===== config.mk =====
export PLATFORM = sky130hd
export DESIGN_NAME = ptil_walk_flat
export DESIGN_NICKNAME = d
export VERILOG_FILES = /design/src/rtl/core/ptil_pkg.sv /design/src/rtl/core/ptil_if.sv /design/src/rtl/core/ptil_walk.sv /design/src/flat_wrapper.sv
export SDC_FILE = /design/constraint.sdc
export NUM_CORES = 1
export LEC_CHECK = 0
export BUFFER_PORTS_ARGS = -buffer_cell sky130_fd_sc_hd__buf_2
export CORE_AREA = 5 5 94 96
export DETAILED_ROUTE_END_ITERATION = 12
export DIE_AREA = 0 0 99 101
export PLACE_DENSITY_LB_ADDON = 0.15
export SETUP_SLACK_MARGIN = 0.05
export SYNTH_ARGS = -nofsm -noshare
export SYNTH_HDL_FRONTEND = slang
export SYNTH_SLANG_ARGS = --single-unit

===== constraint.sdc =====
create_clock -name clk -period 3.8 [get_ports clk]
set_clock_uncertainty 0.1 [all_clocks]
set_input_delay 0.38 -clock clk [delete_from_list [all_inputs] [get_ports clk]]
set_output_delay 0.38 -clock clk [all_outputs]
set_load 0.05 [all_outputs]

===== src/rtl/core/ptil_pkg.sv =====
`timescale 1ns / 1ps
// ----------------------------------------------------------------------------
// ptil_pkg
// Shared constants, codes and types of the prefix tree insert/lookup core.
// ----------------------------------------------------------------------------
package ptil_pkg;

  localparam int POOL_NODES    = 1024;
  localparam int ALPHABET_SIZE = 26;

  localparam int NODE_W     = $clog2(POOL_NODES);
  localparam int FREE_W     = $clog2(POOL_NODES + 1);
  localparam int LINK_DEPTH = POOL_NODES * ALPHABET_SIZE;
  localparam int LINK_AW    = $clog2(LINK_DEPTH);
  localparam int OP_W       = 2;
  localparam int LETTER_W   = 5;

  localparam logic [OP_W-1:0] OP_INSERT = 2'd0;
  localparam logic [OP_W-1:0] OP_SEARCH = 2'd1;
  localparam logic [OP_W-1:0] OP_PREFIX = 2'd2;

  typedef enum logic [2:0] {
    S_CLEAR,
    S_IDLE,
    S_LINK,
    S_FIN,
    S_MARK
  } walk_state_t;

  typedef struct packed {
    logic               en;
    logic [LINK_AW-1:0] addr;
    logic [NODE_W-1:0]  data;
  } link_wr_t;

  typedef struct packed {
    logic              en;
    logic [NODE_W-1:0] addr;
    logic              data;
  } mark_wr_t;

  typedef struct packed {
    logic valid;
    logic found;
    logic pool_full;
  } res_t;

endpackage


===== src/rtl/core/ptil_if.sv =====
`timescale 1ns / 1ps
// ----------------------------------------------------------------------------
// ptil_if
// Valid/ready channels for letter words and result words.
// ----------------------------------------------------------------------------
interface ptil_in_if;
  import ptil_pkg::*;

  logic                valid;
  logic                ready;
  logic [OP_W-1:0]     opcode;
  logic [LETTER_W-1:0] letter;
  logic                no_letter;
  logic                last_letter;

  modport source (output valid, opcode, letter, no_letter, last_letter, input ready);
  modport sink   (input valid, opcode, letter, no_letter, last_letter, output ready);
endinterface



===== src/rtl/core/ptil_walk.sv =====
`timescale 1ns / 1ps
// ----------------------------------------------------------------------------
// ptil_walk
// Cursor walk sequencer: clear sweep, link read/update, node allocation and
// word-end handling.
// ----------------------------------------------------------------------------
module ptil_walk (
  input  logic                          clk,
  input  logic                          rst,
  ptil_in_if.sink                       req,
  output ptil_pkg::link_wr_t            link_wr,
  output logic [ptil_pkg::LINK_AW-1:0]  link_raddr,
  input  logic [ptil_pkg::NODE_W-1:0]   link_rdata,
  output ptil_pkg::mark_wr_t            mark_wr,
  output logic [ptil_pkg::NODE_W-1:0]   mark_raddr,
  input  logic                          mark_rdata,
  input  logic                          slot_free,
  output ptil_pkg::res_t                res
);
  import ptil_pkg::*;

  walk_state_t        state, state_next;
  logic [NODE_W-1:0]  cursor, cursor_next;
  logic               missed, missed_next;
  logic               overflow, overflow_next;
  logic [FREE_W-1:0]  next_free, next_free_next;
  logic [LINK_AW-1:0] clr, clr_next;
  logic [OP_W-1:0]    op, op_next;
  logic               last, last_next;
  logic [LINK_AW-1:0] slot, slot_next;
  logic               stopped;

  assign link_raddr = LINK_AW'(cursor) * LINK_AW'(ALPHABET_SIZE) + LINK_AW'(req.letter);
  assign mark_raddr = cursor;
  assign stopped    = missed | overflow;

  always_ff @(posedge clk) begin
    if (rst) begin
      state     <= S_CLEAR;
      cursor    <= '0;
      missed    <= 1'b0;
      overflow  <= 1'b0;
      next_free <= FREE_W'(1);
      clr       <= '0;
    end else begin
      state     <= state_next;
      cursor    <= cursor_next;
      missed    <= missed_next;
      overflow  <= overflow_next;
      next_free <= next_free_next;
      clr       <= clr_next;
    end
  end

  always_ff @(posedge clk) begin
    op   <= op_next;
    last <= last_next;
    slot <= slot_next;
  end

  always_comb begin
    state_next     = state;
    cursor_next    = cursor;
    missed_next    = missed;
    overflow_next  = overflow;
    next_free_next = next_free;
    clr_next       = clr;
    op_next        = op;
    last_next      = last;
    slot_next      = slot;
    req.ready      = 1'b0;
    link_wr        = '0;
    mark_wr        = '0;
    res            = '0;

    unique case (state)
      S_CLEAR: begin
        link_wr.en   = 1'b1;
        link_wr.addr = clr;
        mark_wr.en   = (clr < LINK_AW'(POOL_NODES));
        mark_wr.addr = clr[NODE_W-1:0];
        if (clr == LINK_AW'(LINK_DEPTH - 1)) begin
          state_next = S_IDLE;
        end else begin
          clr_next = clr + LINK_AW'(1);
        end
      end

      S_IDLE: begin
        req.ready = 1'b1;
        if (req.valid) begin
          op_next   = req.opcode;
          last_next = req.last_letter | req.no_letter;
          slot_next = link_raddr;
          priority if (req.no_letter) begin
            state_next = S_FIN;
          end else if (stopped) begin
            state_next = req.last_letter ? S_FIN : S_IDLE;
          end else if (req.letter >= LETTER_W'(ALPHABET_SIZE)) begin
            missed_next = 1'b1;
            state_next  = req.last_letter ? S_FIN : S_IDLE;
          end else begin
            state_next = S_LINK;
          end
        end
      end

      S_LINK: begin
        state_next = last ? S_FIN : S_IDLE;
        priority if (link_rdata != '0) begin
          cursor_next = link_rdata;
        end else if (op != OP_INSERT) begin
          missed_next = 1'b1;
        end else if (next_free >= FREE_W'(POOL_NODES)) begin
          overflow_next = 1'b1;
        end else begin
          link_wr.en     = 1'b1;
          link_wr.addr   = slot;
          link_wr.data   = next_free[NODE_W-1:0];
          cursor_next    = next_free[NODE_W-1:0];
          next_free_next = next_free + FREE_W'(1);
        end
      end

      S_FIN: begin
        if (op == OP_SEARCH && !stopped) begin
          state_next = S_MARK;
        end else if (slot_free) begin
          res.valid     = 1'b1;
          res.found     = (op != OP_SEARCH) && !stopped;
          res.pool_full = (op == OP_INSERT) && overflow;
          mark_wr.en    = (op == OP_INSERT) && !stopped;
          mark_wr.addr  = cursor;
          mark_wr.data  = 1'b1;
          cursor_next   = '0;
          missed_next   = 1'b0;
          overflow_next = 1'b0;
          state_next    = S_IDLE;
        end
      end

      S_MARK: begin
        if (slot_free) begin
          res.valid     = 1'b1;
          res.found     = mark_rdata;
          cursor_next   = '0;
          missed_next   = 1'b0;
          overflow_next = 1'b0;
          state_next    = S_IDLE;
        end
      end
    endcase
  end

endmodule


===== src/flat_wrapper.sv =====
// flat-port wrapper written by rule: the top's interface ports become plain ports
module ptil_walk_flat import ptil_pkg::*;
  (clk, rst, link_wr, link_raddr, link_rdata, mark_wr, mark_raddr, mark_rdata, slot_free, res, req_valid, req_opcode, req_letter, req_no_letter, req_last_letter, req_ready);
  ptil_in_if req_i ();
  input  logic clk;
  input  logic rst;
  output ptil_pkg::link_wr_t link_wr;
  output logic [ptil_pkg::LINK_AW-1:0] link_raddr;
  input  logic [ptil_pkg::NODE_W-1:0] link_rdata;
  output ptil_pkg::mark_wr_t mark_wr;
  output logic [ptil_pkg::NODE_W-1:0] mark_raddr;
  input  logic mark_rdata;
  input  logic slot_free;
  output ptil_pkg::res_t res;
  input wire logic [$bits(req_i.valid)-1:0] req_valid;
  input wire logic [$bits(req_i.opcode)-1:0] req_opcode;
  input wire logic [$bits(req_i.letter)-1:0] req_letter;
  input wire logic [$bits(req_i.no_letter)-1:0] req_no_letter;
  input wire logic [$bits(req_i.last_letter)-1:0] req_last_letter;
  output wire logic [$bits(req_i.ready)-1:0] req_ready;
  assign req_i.valid = req_valid;
  assign req_i.opcode = req_opcode;
  assign req_i.letter = req_letter;
  assign req_i.no_letter = req_no_letter;
  assign req_i.last_letter = req_last_letter;
  assign req_ready = req_i.ready;
  ptil_walk u_core (.clk(clk), .rst(rst), .req(req_i), .link_wr(link_wr), .link_raddr(link_raddr), .link_rdata(link_rdata), .mark_wr(mark_wr), .mark_raddr(mark_raddr), .mark_rdata(mark_rdata), .slot_free(slot_free), .res(res));
endmodule

==> impl_metrics.ini, run 1 <==
[run_status]
outcome = finished with violations
violations = negative setup slack

[synth]
yosys.area_share.xor_xnor = 0.0817
synth-adder-area-share = 0.128
synthCells = 479
synth_top_flop_cell = dfxtp_1
synth_compound_area_frac = 0.198
seq_area_frac_synth = 0.317
syn_area_per_cell_um2 = 8.95
synth_seq_cells = 59
post_synth_and_or_nand_nor_area_fraction = 0.229
synth_fp_nets = 542
ys_warn_count = 0
async_flop_share = 0
syn-cell-area_mm2 = 0.00429
synth_top_family_by_area = simple AND/OR/NAND/NOR gates
synth_cell_type_count = 73
synthMuxAreaShare = 0.00496
synth_edf_count = 18

[final_layout]
fin_util = 0.715
nNetsFinal = 658
n_antenna_cell = 0
layout-drive-gt1-share = 0.348
area_delta_synth_final_pct = 32.8
final_cell_area_mm2 = 0.00570

[critical_path]
rrSetupSlack_ns = 0.37
worstReg2RegStart = u_core.mark_raddr[2]$_SDFFE_PP0P_
r2r-end = u_core.slot[14]$_DFFE_PP_
path_class = flip-flop to output pin
crit_arrival_ns = 3.65
worst_setup_path_end_kind = output pin
crit_fanout = 4
ff2ff_path_depth = 10
cp-start-kind = flip-flop
required_ns = 3.32

[run]
drv_cap = 0

[place]
dpl-instance-area_mm2 = 0.00513
io_buffers = 90
pre_cts_ws_ns = -0.144
place_hpwl_um = 8980
gp_congestion = 0.922

[clock_tree]
cts_root_buf = clkbuf_8
clockBufferDepth = 2
cts_hold_buffers = 0
cts_tree = yes
cts_buffers = 9
cts.sinks = 59
cts_htree_levels = 3
cts.clk_slew.worst_paths_ns = 0.07
clk_latency_ns = 0.34

[route]
drt-pass1-iter-count = 5
drc = 0
wl_per_cell_um = 17.9
via_per_inst = 5.97
vias = 4208
drt-total-wl_um = 12600
drt_iter0_drc = 220
drt.antenna.violating_nets = 0

[min_path]
hold_class = input port to flip-flop
min_delay_worst_endpoint = u_core.op[1]$_DFFE_PP_
min_from = req_opcode[1]
min_path_cells = 1

[timing]
worst_slew_pin_slew_ns = 1.16
setup_viol = 5
setup_slack_ns = -0.331
max_clock_freq_ghz = 0.242
hold_ws_ns = 0.109
min_period_over_period = 1.09
fin_setup_tns_ns = -1.12
hold_viol = 0
rsz0062_at_grt = true
slew_headroom = 0.219
period_minus_slack_ns = 4.13
maxSlewViolCount = 0

[power]
powerDensity_mw_per_mm2 = 265
peakVddDrop_v = 0.000186
cellLeakagePower_uw = 0.00252

[grt]
grt_pass1_wl_um = 19700
grt_overflow_total = 0
antenna_found_initial = 0
first_global_vias = 3940
grt_max_degree = 41
track_usage = 0.248

[die]
start_util = 0.538
rows = 33
die_area_mm2 = 0.0100
ios = 91
core-area_mm2 = 0.00797
die_h_um = 101
die_w_um = 99
final cells by class:
cell class | count | area (um2)
multi-input combinational | 379 | 3120
fill | 593 | 2270
sequential | 59 | 1390
timing repair buffer | 126 | 767
clock buffer | 12 | 188
tap | 105 | 131
inverter | 20 | 75.1
clock inverter | 4 | 26.3
how the worst max path moves through the flow:
stage,endpoint,start,depth (start not counted)
floorplan,link_raddr[14],u_core.mark_raddr[1]$_SDFFE_PP0P_,11
global route,link_raddr[14],u_core.mark_raddr[2]$_SDFFE_PP0P_,11
CTS,link_raddr[14],u_core.mark_raddr[2]$_SDFFE_PP0P_,11
detailed placement,link_raddr[14],u_core.mark_raddr[1]$_SDFFE_PP0P_,12
global placement,link_raddr[14],u_core.mark_raddr[1]$_SDFFE_PP0P_,12
finish,link_raddr[14],u_core.mark_raddr[2]$_SDFFE_PP0P_,11
placed cells by master, fill, tap and decap left out, types with 4 or more instances in the layout:
cell type	Yosys	final
buf_2	7	82
nor2_1	48	47
buf_4	2	36
a21oi_1	36	33
dfxtp_1	41	32
nand2_1	31	31
ha_1	31	24
a22o_1	23	23
inv_1	19	19
edfxtp_1	18	18
xor2_1	20	16
xnor2_1	20	15
and2_1	13	13
nor3_1	13	13
o21ai_0	11	11
or3_1	11	11
nand3_1	11	10
clkbuf_8	0	10
a21o_1	8	8
and3_1	8	8
dfxtp_4	0	8
nand4_1	7	7
ha_4	0	7
buf_6	1	7
fa_1	8	6
nor2_2	3	4
nor2b_1	4	4
a211oi_4	1	4
sequential cells by signal, summed over array words and instances, names as in the netlist:
name / count
u_core.last: 1
u_core.mark_raddr: 10
u_core.state: 3
u_core.missed: 1
u_core.next_free: 11
u_core.slot: 15
u_core.overflow: 1
u_core.clr: 15
u_core.op: 2
synthesized netlist by cell type (3+ instances only):
master | instances | area [um2]
nor2b_1 | 4 | 25.0
inv_1 | 19 | 71.3
a21o_1 | 8 | 60.1
o21a_1 | 3 | 22.5
o21bai_1 | 3 | 22.5
nor3b_1 | 3 | 22.5
and4_1 | 3 | 26.3
edfxtp_1 | 18 | 541
and3_1 | 8 | 50.1
nor2_2 | 3 | 18.8
buf_2 | 7 | 35.0
xor2_1 | 20 | 175
a22o_1 | 23 | 201
a21oi_1 | 36 | 180
fa_1 | 8 | 160
clkbuf_1 | 10 | 37.5
and2_1 | 13 | 81.3
ha_1 | 31 | 388
o21ai_0 | 11 | 55.1
nor3_1 | 13 | 65.1
o31ai_1 | 3 | 22.5
xnor2_1 | 20 | 175
dfxtp_1 | 41 | 821
a211oi_1 | 4 | 30.0
nand4_1 | 7 | 43.8
o21ai_1 | 3 | 15.0
or3_1 | 11 | 68.8
nand2b_1 | 3 | 18.8
nand2_1 | 31 | 116
nor2_1 | 48 | 180
nand3_1 | 11 | 55.1
power by group:
group / switching (uW) / total [uW] / internal (uW)
Clock: 281 / 616 / 335
Combinational: 153 / 218 / 65.5
Sequential: 17.4 / 676 / 659
Total: 451 / 1510 / 1060
critical path: stages, from the launching register on:
cell       delay, ns
dfxtp_4         0.37
ha_4            0.24
fa_1            0.51
inv_1           0.06
fa_2            0.35
nand2b_4        0.17
a211oi_4        0.32
nor2_2          0.08
or3_4           0.36
a2111oi_4       0.49
xor2_4          0.19
buf_6           0.18
cell families after synthesis:
kind of cell	Yosys count
flip-flops	59
AND/OR/NAND/NOR	178
adder cells (fa/ha/maj)	39
buffers and inverters	41
AO/OA/AOI/OAI	120
XOR/XNOR	40
multiplexers	2
metal layers:
layer  track usage  vias up  wire, um
li1              -     1985         -
met1         0.316     2019      5230
met2         0.421      176      6250
met3        0.0491       28       913
met4        0.0809        0       245
met5             0        -         0
metrics by stage:
step	power (uW)	instances
2_1_floorplan	849	479
3_3_place_gp	902	682
3_5_place_dp	905	682
4_1_cts	1510	702
5_1_grt	1560	705
6_report	1510	705
timing repair:
action	CTS	global route
buffers inserted	4	3
gates resized for setup	39	16
pin swaps	8	8
setup endpoints to repair	8	8
Power figures use the tool's default switching activity.
==> run 2: changes to the inputs <==
RECOVER_POWER = 50   (was default)
SETUP_SLACK_MARGIN = default   (was 0.05)
SLEW_MARGIN = 5   (was default)
==> impl_metrics.ini, run 2 (synthesis results as in run 1) <==
[place]
gp_congestion = 0.927
io_buffers = 90
place_hpwl_um = 8570

[route]
drc = 0
drt-pass1-iter-count = 7
drt.antenna.violating_nets = 0
drt-total-wl_um = 12200
wl_per_cell_um = 17.3
drt_iter0_drc = 212
via_per_inst = 5.90
vias = 4152

[timing]
maxSlewViolCount = 0
min_period_over_period = 1.08
rsz0062_at_grt = true
setup_slack_ns = -0.309
hold_ws_ns = 0.114
worst_slew_pin_slew_ns = 1.14
max_clock_freq_ghz = 0.243
hold_viol = 0
period_minus_slack_ns = 4.11
slew_headroom = 0.232
setup_viol = 7

[die]
die_area_mm2 = 0.0100
ios = 91
die_h_um = 101
rows = 33
die_w_um = 99
start_util = 0.538
core-area_mm2 = 0.00797

[clock_tree]
cts.sinks = 59
cts_tree = yes
cts_root_buf = clkbuf_8
cts.clk_slew.worst_paths_ns = 0.07
clockBufferDepth = 2
clk_latency_ns = 0.34
cts_buffers = 9
cts_hold_buffers = 0
cts_htree_levels = 3

[grt]
antenna_found_initial = 0
grt_max_degree = 41
grt_pass1_wl_um = 19400
grt_overflow_total = 0
track_usage = 0.237
first_global_vias = 3979

[final_layout]
final_cell_mix = buf_2 (74), nor2_1 (47), buf_4 (34)
n_antenna_cell = 0
multiInputGateArea_mm2 = 0.00305
layout-drive-gt1-share = 0.326
mostFrequentLayoutCell = buf_2
regArea_mm2 = 0.00139
num-fill-cells = 620
reg.largest.list = u_core.clr: 15 flops, u_core.slot: 15 flops, u_core.next_free: 11 flops
nNetsFinal = 657
fin_util = 0.704
area_delta_synth_final_pct = 30.8

[min_path]
hold_class = input port to flip-flop

[power]
powerDensity_mw_per_mm2 = 267
intPower_uw = 1070
seqPwrFrac = 0.452
p_comb_frac = 0.145
cellLeakagePower_uw = 0.00245
swShare = 0.289
peakVddDrop_v = 0.000178
p_switching_uw = 434
pwr-share-clk = 0.403

[critical_path]
cp_cell_sequence = ha_4, fa_1, inv_1, fa_2, buf_4, xor2_2, or2_4, nor4_4, o31ai_4, a2111oi_4, xor2_4, buf_6
cp.buffers_inverters = 3
crit_fanout = 3
crit_family = adder cells
required_ns = 3.32
path_class = flip-flop to output pin
cp_slowest_stage_delay_ns = 0.53
worst_setup_path_end_kind = output pin
cp-start-kind = flip-flop
crit_arrival_ns = 3.63
critPathSlowestCell = fa_1

[run_status]
outcome = finished with violations
violations = negative setup slack

[run]
drv_cap = 0
[run 2: what timing repair did]
action	CTS	global route
resized for setup	29	23
setup endpoints to repair	8	8
pin swaps	12	11
setup buffers	3	8
[run 2: metal layers]
| metal | GRT usage | vias to the layer above | share of wire |
|---|---|---|---|
| li1 | - | 1970 | - |
| met4 | 0.0473 | 0 | 0.016 |
| met1 | 0.311 | 1987 | 0.42 |
| met2 | 0.403 | 172 | 0.49 |
| met5 | 0 | - | 0 |
| met3 | 0.0547 | 23 | 0.072 |
[run 2: per-stage QoR]
stage	setup WS (ns)	total power [uW]	std cells	area, um2	setup TNS, ns
CTS	-0.227	1490	697	5460	-0.473
global route	-0.400	1540	704	5610	-1.88
floorplan	-0.0104	849	479	4400	-0.0192
finish	-0.309	1500	704	5610	-1.19
global placement	0.00976	902	678	5080	0
detailed placement	-0.0849	905	678	5080	-0.138
[run 2: path summary, 6_finish.rpt]
path	start	to	slack (ns)	cells after the start
worst min-delay path	req_opcode[0]	u_core.op[0]$_DFFE_PP_	0.11	1
worst max register to register	u_core.mark_raddr[2]$_SDFFE_PP0P_	u_core.slot[14]$_DFFE_PP_	0.13	13
worst max-delay path	u_core.mark_raddr[2]$_SDFFE_PP0P_	link_raddr[14]	-0.31	12
worst min register to register	u_core.mark_raddr[3]$_SDFFE_PP0P_	u_core.mark_raddr[3]$_SDFFE_PP0P_	0.42	2
[run 2: worst reg2reg max path, cell delays in order (launching register included)]
cell,delay (ns)
dfxtp_4,0.36
ha_4,0.23
fa_1,0.53
inv_1,0.07
fa_2,0.34
buf_4,0.15
xor2_2,0.15
or2_4,0.28
nor4_4,0.30
o31ai_4,0.18
a2111oi_4,0.33
xor2_4,0.12
buf_4,0.16
buf_4,0.12
[run 2: final cells by class]
type / count / area share
multi-input cells: 379 / 0.544
flip-flops and latches: 59 / 0.248
repair buffers: 125 / 0.135
clock buffers: 12 / 0.0279
well taps: 105 / 0.0234
inverters: 20 / 0.0134
clock inverters: 4 / 0.00848
[run 2: power groups by stage]
| stage | logic [uW] | registers [uW] | clock network, uW |
|---|---|---|---|
| finish | 218 | 677 | 604 |
| CTS | 217 | 676 | 600 |
| global placement | 212 | 690 | 0 |
| global route | 233 | 679 | 632 |
| floorplan | 165 | 684 | 0 |
| detailed placement | 215 | 690 | 0 |
==> run 3: changes to the inputs <==
CTS_CLUSTER_DIAMETER = 120   (was default)
SETUP_SLACK_MARGIN = 0.3   (was default)
==> impl_metrics.ini, run 3 (synthesis results as in run 1) <==
[clock_tree]
cts_hold_buffers = 0
clk_latency_ns = 0.34
cts.sinks = 59
cts.clk_slew.worst_paths_ns = 0.08
cts_buffers = 9
cts_htree_levels = 3
cts_root_buf = clkbuf_8
cts_tree = yes
clockBufferDepth = 2

[timing]
slew_headroom = 0.184
fin_setup_tns_ns = -1.44
max_clock_freq_ghz = 0.238
worst_slew_pin_slew_ns = 1.22
min_period_over_period = 1.10
period_minus_slack_ns = 4.20
hold_ws_ns = 0.113
setup_slack_ns = -0.397
maxSlewViolCount = 0
hold_viol = 0
rsz0062_at_grt = true
setup_viol = 6

[place]
place_hpwl_um = 8950
io_buffers = 90
gp_congestion = 0.893

[die]
ios = 91
die_area_mm2 = 0.0100
core-area_mm2 = 0.00797
rows = 33
die_h_um = 101
die_w_um = 99
start_util = 0.538

[grt]
antenna_found_initial = 0
grt_overflow_total = 0
first_global_vias = 3908
grt_pass1_wl_um = 19500
track_usage = 0.245
top_usage_layer = met2
grtUsageMet2 = 0.426
grtUsageMet1 = 0.312
use_met3 = 0.0491
grt_max_degree = 41

[final_layout]
reg.largest.list = u_core.clr: 15 flops, u_core.slot: 15 flops, u_core.next_free: 11 flops
regArea_mm2 = 0.00140
mostFrequentLayoutCell = buf_2
n_antenna_cell = 0
area_delta_synth_final_pct = 35.3
layout-drive-gt1-share = 0.360
num-fill-cells = 581
multiInputGateArea_mm2 = 0.00321
nNetsFinal = 660
final_cell_mix = buf_2 (79), nor2_1 (46), a21oi_1 (33)

[route]
vias = 4191
via_per_inst = 5.93
drt-pass1-iter-count = 5
drt_iter0_drc = 246
drc = 0
wl_per_cell_um = 18.5
drt.antenna.violating_nets = 0
drt-total-wl_um = 13100

[critical_path]
required_ns = 3.32
critPathSlowestCell = fa_2
cp-start-kind = flip-flop
crit_fanout = 4
worst_setup_path_end_kind = output pin
path_class = flip-flop to output pin
cp_cell_sequence = ha_4, fa_2, buf_4, ha_4, a211oi_4, nor2_1, buf_4, o21bai_1, a2bb2oi_2, a2111oi_4, xor2_4, buf_6
crit_arrival_ns = 3.72
cp_slowest_stage_delay_ns = 0.56

[run]
drv_cap = 0

[run_status]
outcome = finished with violations
violations = negative setup slack

[power]
peakVddDrop_v = 0.000176
powerDensity_mw_per_mm2 = 249
cellLeakagePower_uw = 0.00253
total_power_uw = 1450

[min_path]
hold_class = input port to flip-flop
[run 3: final timing paths]
check,from,end,slack [ns],cells past startpoint
setup / recovery,u_core.mark_raddr[2]$_SDFFE_PP0P_,link_raddr[14],-0.40,12
hold / removal,req_opcode[0],u_core.op[0]$_DFFE_PP_,0.11,1
setup reg to reg,u_core.mark_raddr[2]$_SDFFE_PP0P_,u_core.slot[14]$_DFFE_PP_,0.29,11
hold reg to reg,u_core.mark_raddr[5]$_SDFFE_PP0P_,u_core.mark_raddr[5]$_SDFFE_PP0P_,0.44,2
[run 3: layer usage]
layer	up-vias	routed length, um
met1	2025	5470
met3	22	783
met4	0	252
met5	-	0
met2	158	6550
li1	1986	-
[run 3: worst max-delay path, delay by kind of cell (launching register included)]
kind                     cells  cell delay (ns)
AO/OA/AOI/OAI                4             1.15
AND/OR/NAND/NOR              1             0.16
flip-flops                   1             0.37
adder cells (fa/ha/maj)      3             1.01
XOR/XNOR                     1             0.20
buffers and inverters        3             0.48
[run 3: report_power, final]
group | leakage, uW | internal, uW | switching [uW]
clock | 0.000102 | 292 | 260
combinational | 0.00193 | 65.7 | 154
sequential | 0.000498 | 658 | 17.3
total | 0.00253 | 1020 | 431
[run 3: area by class of cell]
| class | count | share of cell area |
|---|---|---|
| timing repair buffer | 128 | 0.139 |
| multi-input combinational | 379 | 0.553 |
| clock buffer | 12 | 0.0287 |
| inverter | 20 | 0.0129 |
| clock inverter | 4 | 0.00367 |
| tap | 105 | 0.0226 |
| sequential | 59 | 0.240 |
[run 3: metrics by stage]
step / instance area [um2] / utilization / setup slack (ns) / cells
global route: 5800 / 0.728 / -0.508 / 707
CTS: 5570 / 0.699 / -0.239 / 698
finish: 5800 / 0.728 / -0.397 / 707
global placement: 5170 / 0.649 / 0.0178 / 679
detailed placement: 5170 / 0.649 / -0.0603 / 679
floorplan: 4500 / - / 0.0225 / 479
[run 3: timing repair]
item / CTS / global route
resized for setup: 34 / 31
pin swaps: 7 / 14
setup endpoints to repair: 8 / 11
buffers inserted: 3 / 9
